File: src/rtl/ffba_pkg.sv
// shared types and constants for the first-fit byte allocator
`timescale 1ns / 1ps
`default_nettype none
package ffba_pkg;
    localparam int HEAP_BYTES_DEF  = 256;
    localparam int MAX_EXTENTS_DEF = 32;
    localparam int ALIGNMENT_DEF   = 1;

    localparam logic       OP_ALLOC = 1'b0;
    localparam logic       OP_FREE  = 1'b1;

    localparam logic [2:0] ST_DONE       = 3'd0;
    localparam logic [2:0] ST_ZERO_LEN   = 3'd1;
    localparam logic [2:0] ST_TABLE_FULL = 3'd2;
    localparam logic [2:0] ST_NO_ROOM    = 3'd3;
    localparam logic [2:0] ST_UNKNOWN    = 3'd4;
    localparam logic [2:0] ST_NULL       = 3'd5;

    typedef struct packed {
        logic       operation;
        logic [8:0] request_length;
        logic [7:0] free_offset;
        logic       free_is_null;
    } t_req;

    typedef struct packed {
        logic [7:0] block_offset;
        logic [2:0] status;
        logic [5:0] blocks_in_use;
    } t_rsp;
endpackage
`default_nettype wire

File: src/rtl/ffba_cell.sv
// one table cell: holds an extent, compares it against the probe and shifts for compaction
`timescale 1ns / 1ps
`default_nettype none
module ffba_cell #(
    parameter int AW = 8,
    parameter int LW = 9
) (
    input  wire logic          i_clk,
    input  wire logic          i_rst_n,
    input  wire logic          i_valid_in,
    input  wire logic          i_load,
    input  wire logic [AW-1:0] i_load_start,
    input  wire logic [LW-1:0] i_load_len,
    input  wire logic          i_shift,
    input  wire logic          i_nb_valid,
    input  wire logic [AW-1:0] i_nb_start,
    input  wire logic [LW-1:0] i_nb_len,
    input  wire logic [AW:0]   i_pos,
    input  wire logic [AW:0]   i_plen,
    output logic               o_valid,
    output logic [AW-1:0]      o_start,
    output logic [LW-1:0]      o_len,
    output logic               o_hit,
    output logic [AW:0]        o_end
);
    logic          r_valid;
    logic [AW-1:0] r_start;
    logic [LW-1:0] r_len;
    logic [AW+1:0] w_pend;
    logic [AW+1:0] w_send;

    always_ff @(posedge i_clk) begin
        if (!i_rst_n) begin
            r_valid <= 1'b0;
        end else if (i_load) begin
            r_valid <= 1'b1;
            r_start <= i_load_start;
            r_len   <= i_load_len;
        end else if (i_shift) begin
            r_valid <= i_nb_valid;
            r_start <= i_nb_start;
            r_len   <= i_nb_len;
        end
    end

    assign w_pend = {1'b0, i_pos} + {1'b0, i_plen};
    assign w_send = {2'b00, r_start} + (AW+2)'(r_len);
    assign o_valid = r_valid;
    assign o_start = r_start;
    assign o_len   = r_len;
    assign o_hit   = r_valid && i_valid_in && ({2'b00, r_start} < w_pend)
                     && ({1'b0, i_pos} < w_send);
    // end of extent, used to jump the candidate past it
    assign o_end   = w_send[AW:0];
endmodule
`default_nettype wire

File: src/rtl/first_fit_byte_allocator.sv
// top level of the first-fit byte allocator: control sequencer and chain of extent cells
// An allocate probes one candidate offset per cycle against all cells in parallel and, on an
// overlap, jumps past the hit extent; a free matches the offset and compacts the chain in
// one shift.
// Results wait in an output register; a new request is taken once that register is empty.
`timescale 1ns / 1ps
`default_nettype none
module first_fit_byte_allocator #(
    parameter int HEAP_BYTES  = ffba_pkg::HEAP_BYTES_DEF,
    parameter int MAX_EXTENTS = ffba_pkg::MAX_EXTENTS_DEF,
    parameter int ALIGNMENT   = ffba_pkg::ALIGNMENT_DEF
) (
    input  wire logic            i_clk,
    input  wire logic            i_rst_n,
    input  wire logic            i_req_valid,
    output logic                 o_req_ready,
    input  wire ffba_pkg::t_req  i_req,
    output logic                 o_rsp_valid,
    input  wire logic            i_rsp_ready,
    output ffba_pkg::t_rsp       o_rsp
);
    localparam int AW = 8;
    localparam int LW = 9;
    localparam int CW = $clog2(MAX_EXTENTS + 1);
    localparam int IW = (MAX_EXTENTS > 1) ? $clog2(MAX_EXTENTS) : 1;
    // reciprocal of the alignment for rounding the candidate up
    localparam int RS = 14;
    localparam int RM = ((1 << RS) + ALIGNMENT - 1) / ALIGNMENT;
    localparam logic [1:0] S_IDLE = 2'd0;
    localparam logic [1:0] S_SCAN = 2'd1;
    localparam logic [1:0] S_FREE = 2'd2;

    logic [1:0]       r_state;
    ffba_pkg::t_req   r_req;
    logic [AW:0]      r_pos;
    logic [CW-1:0]    r_count;
    logic             r_out_v;
    ffba_pkg::t_rsp   r_out;

    logic [MAX_EXTENTS-1:0] w_valid, w_hit, w_match, w_load, w_shift;
    logic [MAX_EXTENTS-1:0] w_hit_low;
    logic [AW-1:0]          w_start [MAX_EXTENTS];
    logic [LW-1:0]          w_len   [MAX_EXTENTS];
    logic [AW:0]            w_end   [MAX_EXTENTS];
    logic [AW:0]            w_jump, w_jump_al;
    logic [AW:0]            w_jump_up;
    logic [AW+RS+1:0]       w_prod;
    logic [AW:0]            w_quot;
    logic [IW-1:0]          w_first;
    logic                   w_any_match;
    logic [AW+1:0]          w_lim;
    logic                   w_scan;

    assign w_scan = (r_state == S_SCAN);

    genvar g;
    generate
        for (g = 0; g < MAX_EXTENTS; g++) begin : g_cell
            logic          w_nv;
            logic [AW-1:0] w_ns;
            logic [LW-1:0] w_nl;
            if (g == MAX_EXTENTS - 1) begin : g_last
                assign w_nv = 1'b0;
                assign w_ns = '0;
                assign w_nl = '0;
            end else begin : g_mid
                assign w_nv = w_valid[g+1];
                assign w_ns = w_start[g+1];
                assign w_nl = w_len[g+1];
            end
            ffba_cell #(.AW(AW), .LW(LW)) u_cell (
                .i_clk(i_clk), .i_rst_n(i_rst_n), .i_valid_in(w_scan),
                .i_load(w_load[g]), .i_load_start(r_pos[AW-1:0]),
                .i_load_len(r_req.request_length), .i_shift(w_shift[g]),
                .i_nb_valid(w_nv), .i_nb_start(w_ns), .i_nb_len(w_nl),
                .i_pos(r_pos), .i_plen(r_req.request_length),
                .o_valid(w_valid[g]), .o_start(w_start[g]), .o_len(w_len[g]),
                .o_hit(w_hit[g]), .o_end(w_end[g])
            );
            assign w_match[g] = w_valid[g] && (w_start[g] == r_req.free_offset);
        end
    endgenerate

    // every candidate below the end of an overlapping extent overlaps it too
    assign w_hit_low = w_hit & (~w_hit + 1'b1);

    // end of the overlapping extent in the lowest-index cell and lowest matching index
    always_comb begin
        w_jump      = '0;
        w_first     = '0;
        w_any_match = 1'b0;
        for (int k = MAX_EXTENTS - 1; k >= 0; k--) begin
            if (w_match[k]) begin
                w_first     = IW'(k);
                w_any_match = 1'b1;
            end
        end
        for (int k = 0; k < MAX_EXTENTS; k++) begin
            w_jump = w_jump | (w_end[k] & {(AW+1){w_hit_low[k]}});
        end
    end
    assign w_jump_up = w_jump + (AW+1)'(ALIGNMENT - 1);
    assign w_prod    = (AW+RS+2)'(w_jump_up) * (AW+RS+2)'(RM);
    assign w_quot    = w_prod[AW+RS:RS];
    assign w_jump_al = w_quot * (AW+1)'(ALIGNMENT);

    always_comb begin
        for (int k = 0; k < MAX_EXTENTS; k++) begin
            w_load[k]  = w_scan && (w_hit == '0)
                         && (w_lim <= (AW+2)'(HEAP_BYTES)) && (r_count == CW'(k));
            w_shift[k] = (r_state == S_FREE) && w_any_match && (IW'(k) >= w_first);
        end
    end
    assign w_lim = {1'b0, r_pos} + {1'b0, r_req.request_length};
    assign o_req_ready = (r_state == S_IDLE) && !r_out_v;
    assign o_rsp_valid = r_out_v;
    assign o_rsp = r_out;

    always_ff @(posedge i_clk) begin
        if (!i_rst_n) begin
            r_state <= S_IDLE;
            r_count <= '0;
            r_out_v <= 1'b0;
        end else begin
            if (r_out_v && i_rsp_ready) r_out_v <= 1'b0;
            unique case (r_state)
                S_IDLE: begin
                    if (i_req_valid && o_req_ready) begin
                        r_req <= i_req;
                        r_pos <= '0;
                        r_out.block_offset <= '0;
                        r_out.blocks_in_use <= 6'(r_count);
                        if (i_req.operation == ffba_pkg::OP_ALLOC) begin
                            if (i_req.request_length == '0) begin
                                r_out.status <= ffba_pkg::ST_ZERO_LEN;
                                r_out_v <= 1'b1;
                            end else if (r_count >= CW'(MAX_EXTENTS)) begin
                                r_out.status <= ffba_pkg::ST_TABLE_FULL;
                                r_out_v <= 1'b1;
                            end else begin
                                r_state <= S_SCAN;
                            end
                        end else if (i_req.free_is_null) begin
                            r_out.status <= ffba_pkg::ST_NULL;
                            r_out_v <= 1'b1;
                        end else begin
                            r_state <= S_FREE;
                        end
                    end
                end
                S_SCAN: begin
                    if (w_lim > (AW+2)'(HEAP_BYTES)) begin
                        r_out.status <= ffba_pkg::ST_NO_ROOM;
                        r_out_v <= 1'b1;
                        r_state <= S_IDLE;
                    end else if (w_hit == '0) begin
                        r_out.status <= ffba_pkg::ST_DONE;
                        r_out.block_offset <= r_pos[AW-1:0];
                        r_out.blocks_in_use <= 6'(r_count + 1'b1);
                        r_count <= r_count + 1'b1;
                        r_out_v <= 1'b1;
                        r_state <= S_IDLE;
                    end else begin
                        r_pos <= w_jump_al;
                    end
                end
                S_FREE: begin
                    if (w_any_match) begin
                        r_out.status <= ffba_pkg::ST_DONE;
                        r_out.blocks_in_use <= 6'(r_count - 1'b1);
                        r_count <= r_count - 1'b1;
                    end else begin
                        r_out.status <= ffba_pkg::ST_UNKNOWN;
                    end
                    r_out_v <= 1'b1;
                    r_state <= S_IDLE;
                end
                default: r_state <= S_IDLE;
            endcase
        end
    end
endmodule
`default_nettype wire

File: config.mk
export PLATFORM = sky130hd
export DESIGN_NAME = first_fit_byte_allocator
export DESIGN_NICKNAME = d
export VERILOG_FILES = /design/src/rtl/ffba_pkg.sv /design/src/rtl/ffba_cell.sv /design/src/rtl/first_fit_byte_allocator.sv
export SDC_FILE = /design/constraint.sdc
export NUM_CORES = 2
export LEC_CHECK = 0
export BUFFER_PORTS_ARGS = -buffer_cell sky130_fd_sc_hd__buf_4
export CAP_MARGIN = 20
export CORE_MARGIN = 4
export CORE_UTILIZATION = 44
export CTS_CLUSTER_DIAMETER = 40
export CTS_CLUSTER_SIZE = 30
export DETAILED_ROUTE_END_ITERATION = 10
export SETUP_SLACK_MARGIN = 0.15
export SYNTH_ARGS = -nofsm -noshare
export SYNTH_HDL_FRONTEND = slang
export SYNTH_SLANG_ARGS = --single-unit
File: constraint.sdc
create_clock -name i_clk -period 17.78 [get_ports i_clk]
set_clock_uncertainty 0.2 [all_clocks]
set_input_delay 0.889 -clock i_clk [delete_from_list [all_inputs] [get_ports i_clk]]
set_output_delay 0.889 -clock i_clk [all_outputs]
set_load 0.05 [all_outputs]
==> flow_metrics.tcl <==
set metrics [dict create \
    ys_seq_elements 628 \
    grt_start_max_net_pins 66 \
    multiInputGateArea_um2 35300 \
    vdd.ir_drop.worst_v 0.0000926 \
    grtUsageTotal_pct 32.1 \
    dieArea_um2 132000 \
    synth_ff_type "edfxtp_1" \
    fin_crit_sh_pct 50.4 \
    core.rowCount 129 \
    mappedNetlistNets 6014 \
    drt_first_iter_violations 5420 \
    final_cell_count_no_fill 7039 \
    timing.critical_path.cells "buf_4 > ha_1 > a21oi_1 > o22a_1 > and2_1 > nor2_1 > xnor2_2 > buf_4 > ha_1 > nor3_1 > a32oi_1 > o221ai_1 > a2bb2oi_2 > and3_1 > nand3_2 > nor4_4 > and3_2 > buf_4 > nand2_8 > nor2_8 > o21a_1" \
    cap_violations 0 \
    run_status "complete, no violations" \
    critical_path_peak_fanout 33 \
    placed_insts 6812 \
    final-setup-viol-count 0 \
    detailed_place_hpwl_um 156000 \
    hp-start "i_req[7]" \
    cell_variety_after_synth 109 \
    post_cts_hold_buffer_count 0 \
    max_freq_mhz 112 \
    avgRoutedWirePerCell_um 30.7 \
    timing.hold.worst.class "in2reg" \
    crit_path_start "r_req[12]$_DFFE_PP_" \
    tritoncts.num_buffers 117 \
    gpl.final_weighted_congestion 0.998 \
    count_of_input_and_output_buffers 41 \
    synth_seq_area_share_pct 33.3 \
    summed_instance_area_of_the_synthesized_netlist_um2 55300 \
    clock_latency_at_the_later_pin_of_the_worst_skew_pair_ps 760 \
    min_period_ps 8960 \
    drt-pass1-iter-count 6 \
    static-leakage-power_nw 24.4 \
    post_route_cells_drive_above_1_share_pct 13.8 \
    chipWidth_um 363 \
    final_net_count 6072 \
    n_fill_cell 11255 \
    slew_violations 0 \
    asyncSetResetFlopFracSynth_pct 0 \
    synth-edff-count 587 \
    finalPower_mw 4.87 \
    detail_route.wirelength_um 216000 \
    slew_headroom_pct 21.3 \
    timing.critical_path.buf_inv 3 \
    power_density_nw_per_um2 79.3 \
    setup.worst_path.class "reg2reg" \
    initial_antenna_violation_count 12 \
    netlist_instances 5236 \
    ioPinCount 42 \
    critPathCaptureType "register" \
    final.hold.worst_slack_ps 112 \
    cts_repair_resize_count 0 \
    r2r_start "r_req[12]$_DFFE_PP_" \
    syn_to_final_growth_pct 11.0 \
    cts_root_buf "clkbuf_16" \
    cp_slowest_stage_delay_ps 750 \
    synth-warning-count 0 \
    htree_levels 3 \
    crit_path_start_kind "register" \
    sequential_cell_area_um2 18400 \
    die_y_um 363 \
    clock_sink_count 628 \
    global_route.overflow_total 0 \
    route.detailed.vias_per_inst 6.48 \
    worst_case_clock_buffer_depth 3 \
    first_global_vias 44015 \
    worst_pin_slew_ps 1180 \
    core_area_um2 124000 \
    timing.final.hold_violations 0 \
    tritoncts "done" \
    post-cts-setup-buffers 0 \
    critical-path-top-cell-by-count "buf_4" \
    initial_core_util_pct 44.5 \
    critical_path_required_ps 17940 \
    clk_pin_slew_worst_paths_ps 50 \
    drt_drc_violations_left 0 \
    totalNegativeSetupSlack_ps 0 \
    synth_area_per_cell_um2 10.6 \
    route.vias.total 45590 \
    timing.critical_path.slowest_stage_cell "xnor2_2" \
    critPathTopFamily "simple AND/OR/NAND/NOR gates" \
    worstPathArrival_ps 9120 \
    drtAntennaViolNets 0 \
    rsz0062_at_grt "no" \
    grt_pass1_wl_um 309000 \
]
state kept, by name, indices dropped and copies added (netlist names):
signal,count
g_cell.u_cell.o_len,288
g_cell.u_cell.o_start,256
g_cell.u_cell.o_valid,32
o_rsp,17
r_req,17
r_pos,9
r_count,6
r_state,2
o_rsp_valid,1
worst paths after layout:
path / endpoint / slack (ps) / cells after the start
max: g_cell[9].u_cell.o_start[3]$_DFFE_PP_ / 8820 / 21
min: r_req[7]$_DFFE_PP_ / 110 / 1
max reg2reg: g_cell[9].u_cell.o_start[3]$_DFFE_PP_ / 8820 / 21
min reg2reg: g_cell[0].u_cell.o_valid$_SDFFE_PN0N_ / 300 / 2
synth_stat cells (22+ instances only):
library cell  instances  area (µm²)
a211o_1              22         193
xor2_1              173        1520
nand2b_1             95         594
nor3_1              140         701
o21a_1              106         796
xnor2_1             302        2650
a211oi_1             53         398
nand4_1              63         394
mux2_2              250        2820
buf_6                32         360
mux2i_1              22         220
o211ai_1             29         218
fa_1                 33         661
nand2_1             275        1030
ha_1                722        9030
a21oi_1             297        1490
o21ai_0             269        1350
o22ai_1              37         231
a21o_1              113         848
o21bai_1             41         308
edfxtp_1            587       17600
buf_2                44         220
mux2_4               58         871
a31oi_1              35         219
nor4_1               46         288
nor2_1              212         796
and2_1               53         332
o2111ai_1            40         350
nand3_1              87         435
nor2b_1              53         332
dfxtp_1              41         821
a2111oi_0            33         289
inv_1               165         619
clkbuf_1            101         379
or3_1                52         325
mux2_1              192        2160
cell usage in the layout, fill, tap and decap left out, types with 53 or more instances in the layout:
cell,synthesis,layout
ha_1,722,721
edfxtp_1,587,587
xnor2_1,302,299
a21oi_1,297,297
nand2_1,275,275
o21ai_0,269,269
mux2_2,250,250
nor2_1,212,212
mux2_1,192,192
xor2_1,173,171
inv_1,165,164
nor3_1,140,140
buf_4,8,126
clkbuf_16,0,118
a21o_1,113,113
o21a_1,106,106
nand2b_1,95,95
nand3_1,87,87
nand4_1,63,63
mux2_4,58,58
nor2b_1,53,53
a211oi_1,53,53
and2_1,53,53
metrics by stage:
step | setup slack (ps) | util [%] | instance area, µm²
2_1_floorplan | 9820 | - | 55300
3_3_place_gp | 9370 | 46.2 | 57400
3_5_place_dp | 9190 | 46.2 | 57400
4_1_cts | 9140 | 49.4 | 61400
5_1_grt | 8620 | 49.4 | 61400
6_report | 8820 | 49.4 | 61400
power breakdown:
part	total [mW]	switching [mW]	internal, mW
Sequential	1.63	0.0186	1.62
Combinational	0.943	0.645	0.298
Clock	2.29	0.884	1.41
layout make-up:
cell class | instances | area share [%]
multi-input cells | 4253 | 57.4
well taps | 1637 | 3.33
diodes | 7 | 0.0285
flip-flops and latches | 628 | 30.0
clock inverters | 92 | 1.67
clock buffers | 128 | 4.88
inverters | 166 | 1.01
repair buffers | 128 | 1.60
cell families after synthesis:
kind of cell,count (synthesis),share of synthesized area (%)
buffers and inverters,355,3.03
multiplexers,522,11.0
flip-flops,628,33.3
AND/OR/NAND/NOR,1209,11.9
AO/OA/AOI/OAI,1282,15.5
XOR/XNOR,477,7.62
adder cells (fa/ha/maj),763,17.7
metal layers:
metal / GRT usage [%] / vias to the layer above / part of all wire (%)
met5: 0 / - / 0.012
met4: 18.6 / 4 / 6.8
met3: 7.60 / 692 / 11
met2: 48.4 / 2495 / 42
met1: 42.2 / 22206 / 40
li1: - / 20193 / -
(Power assumes the default switching activity.)
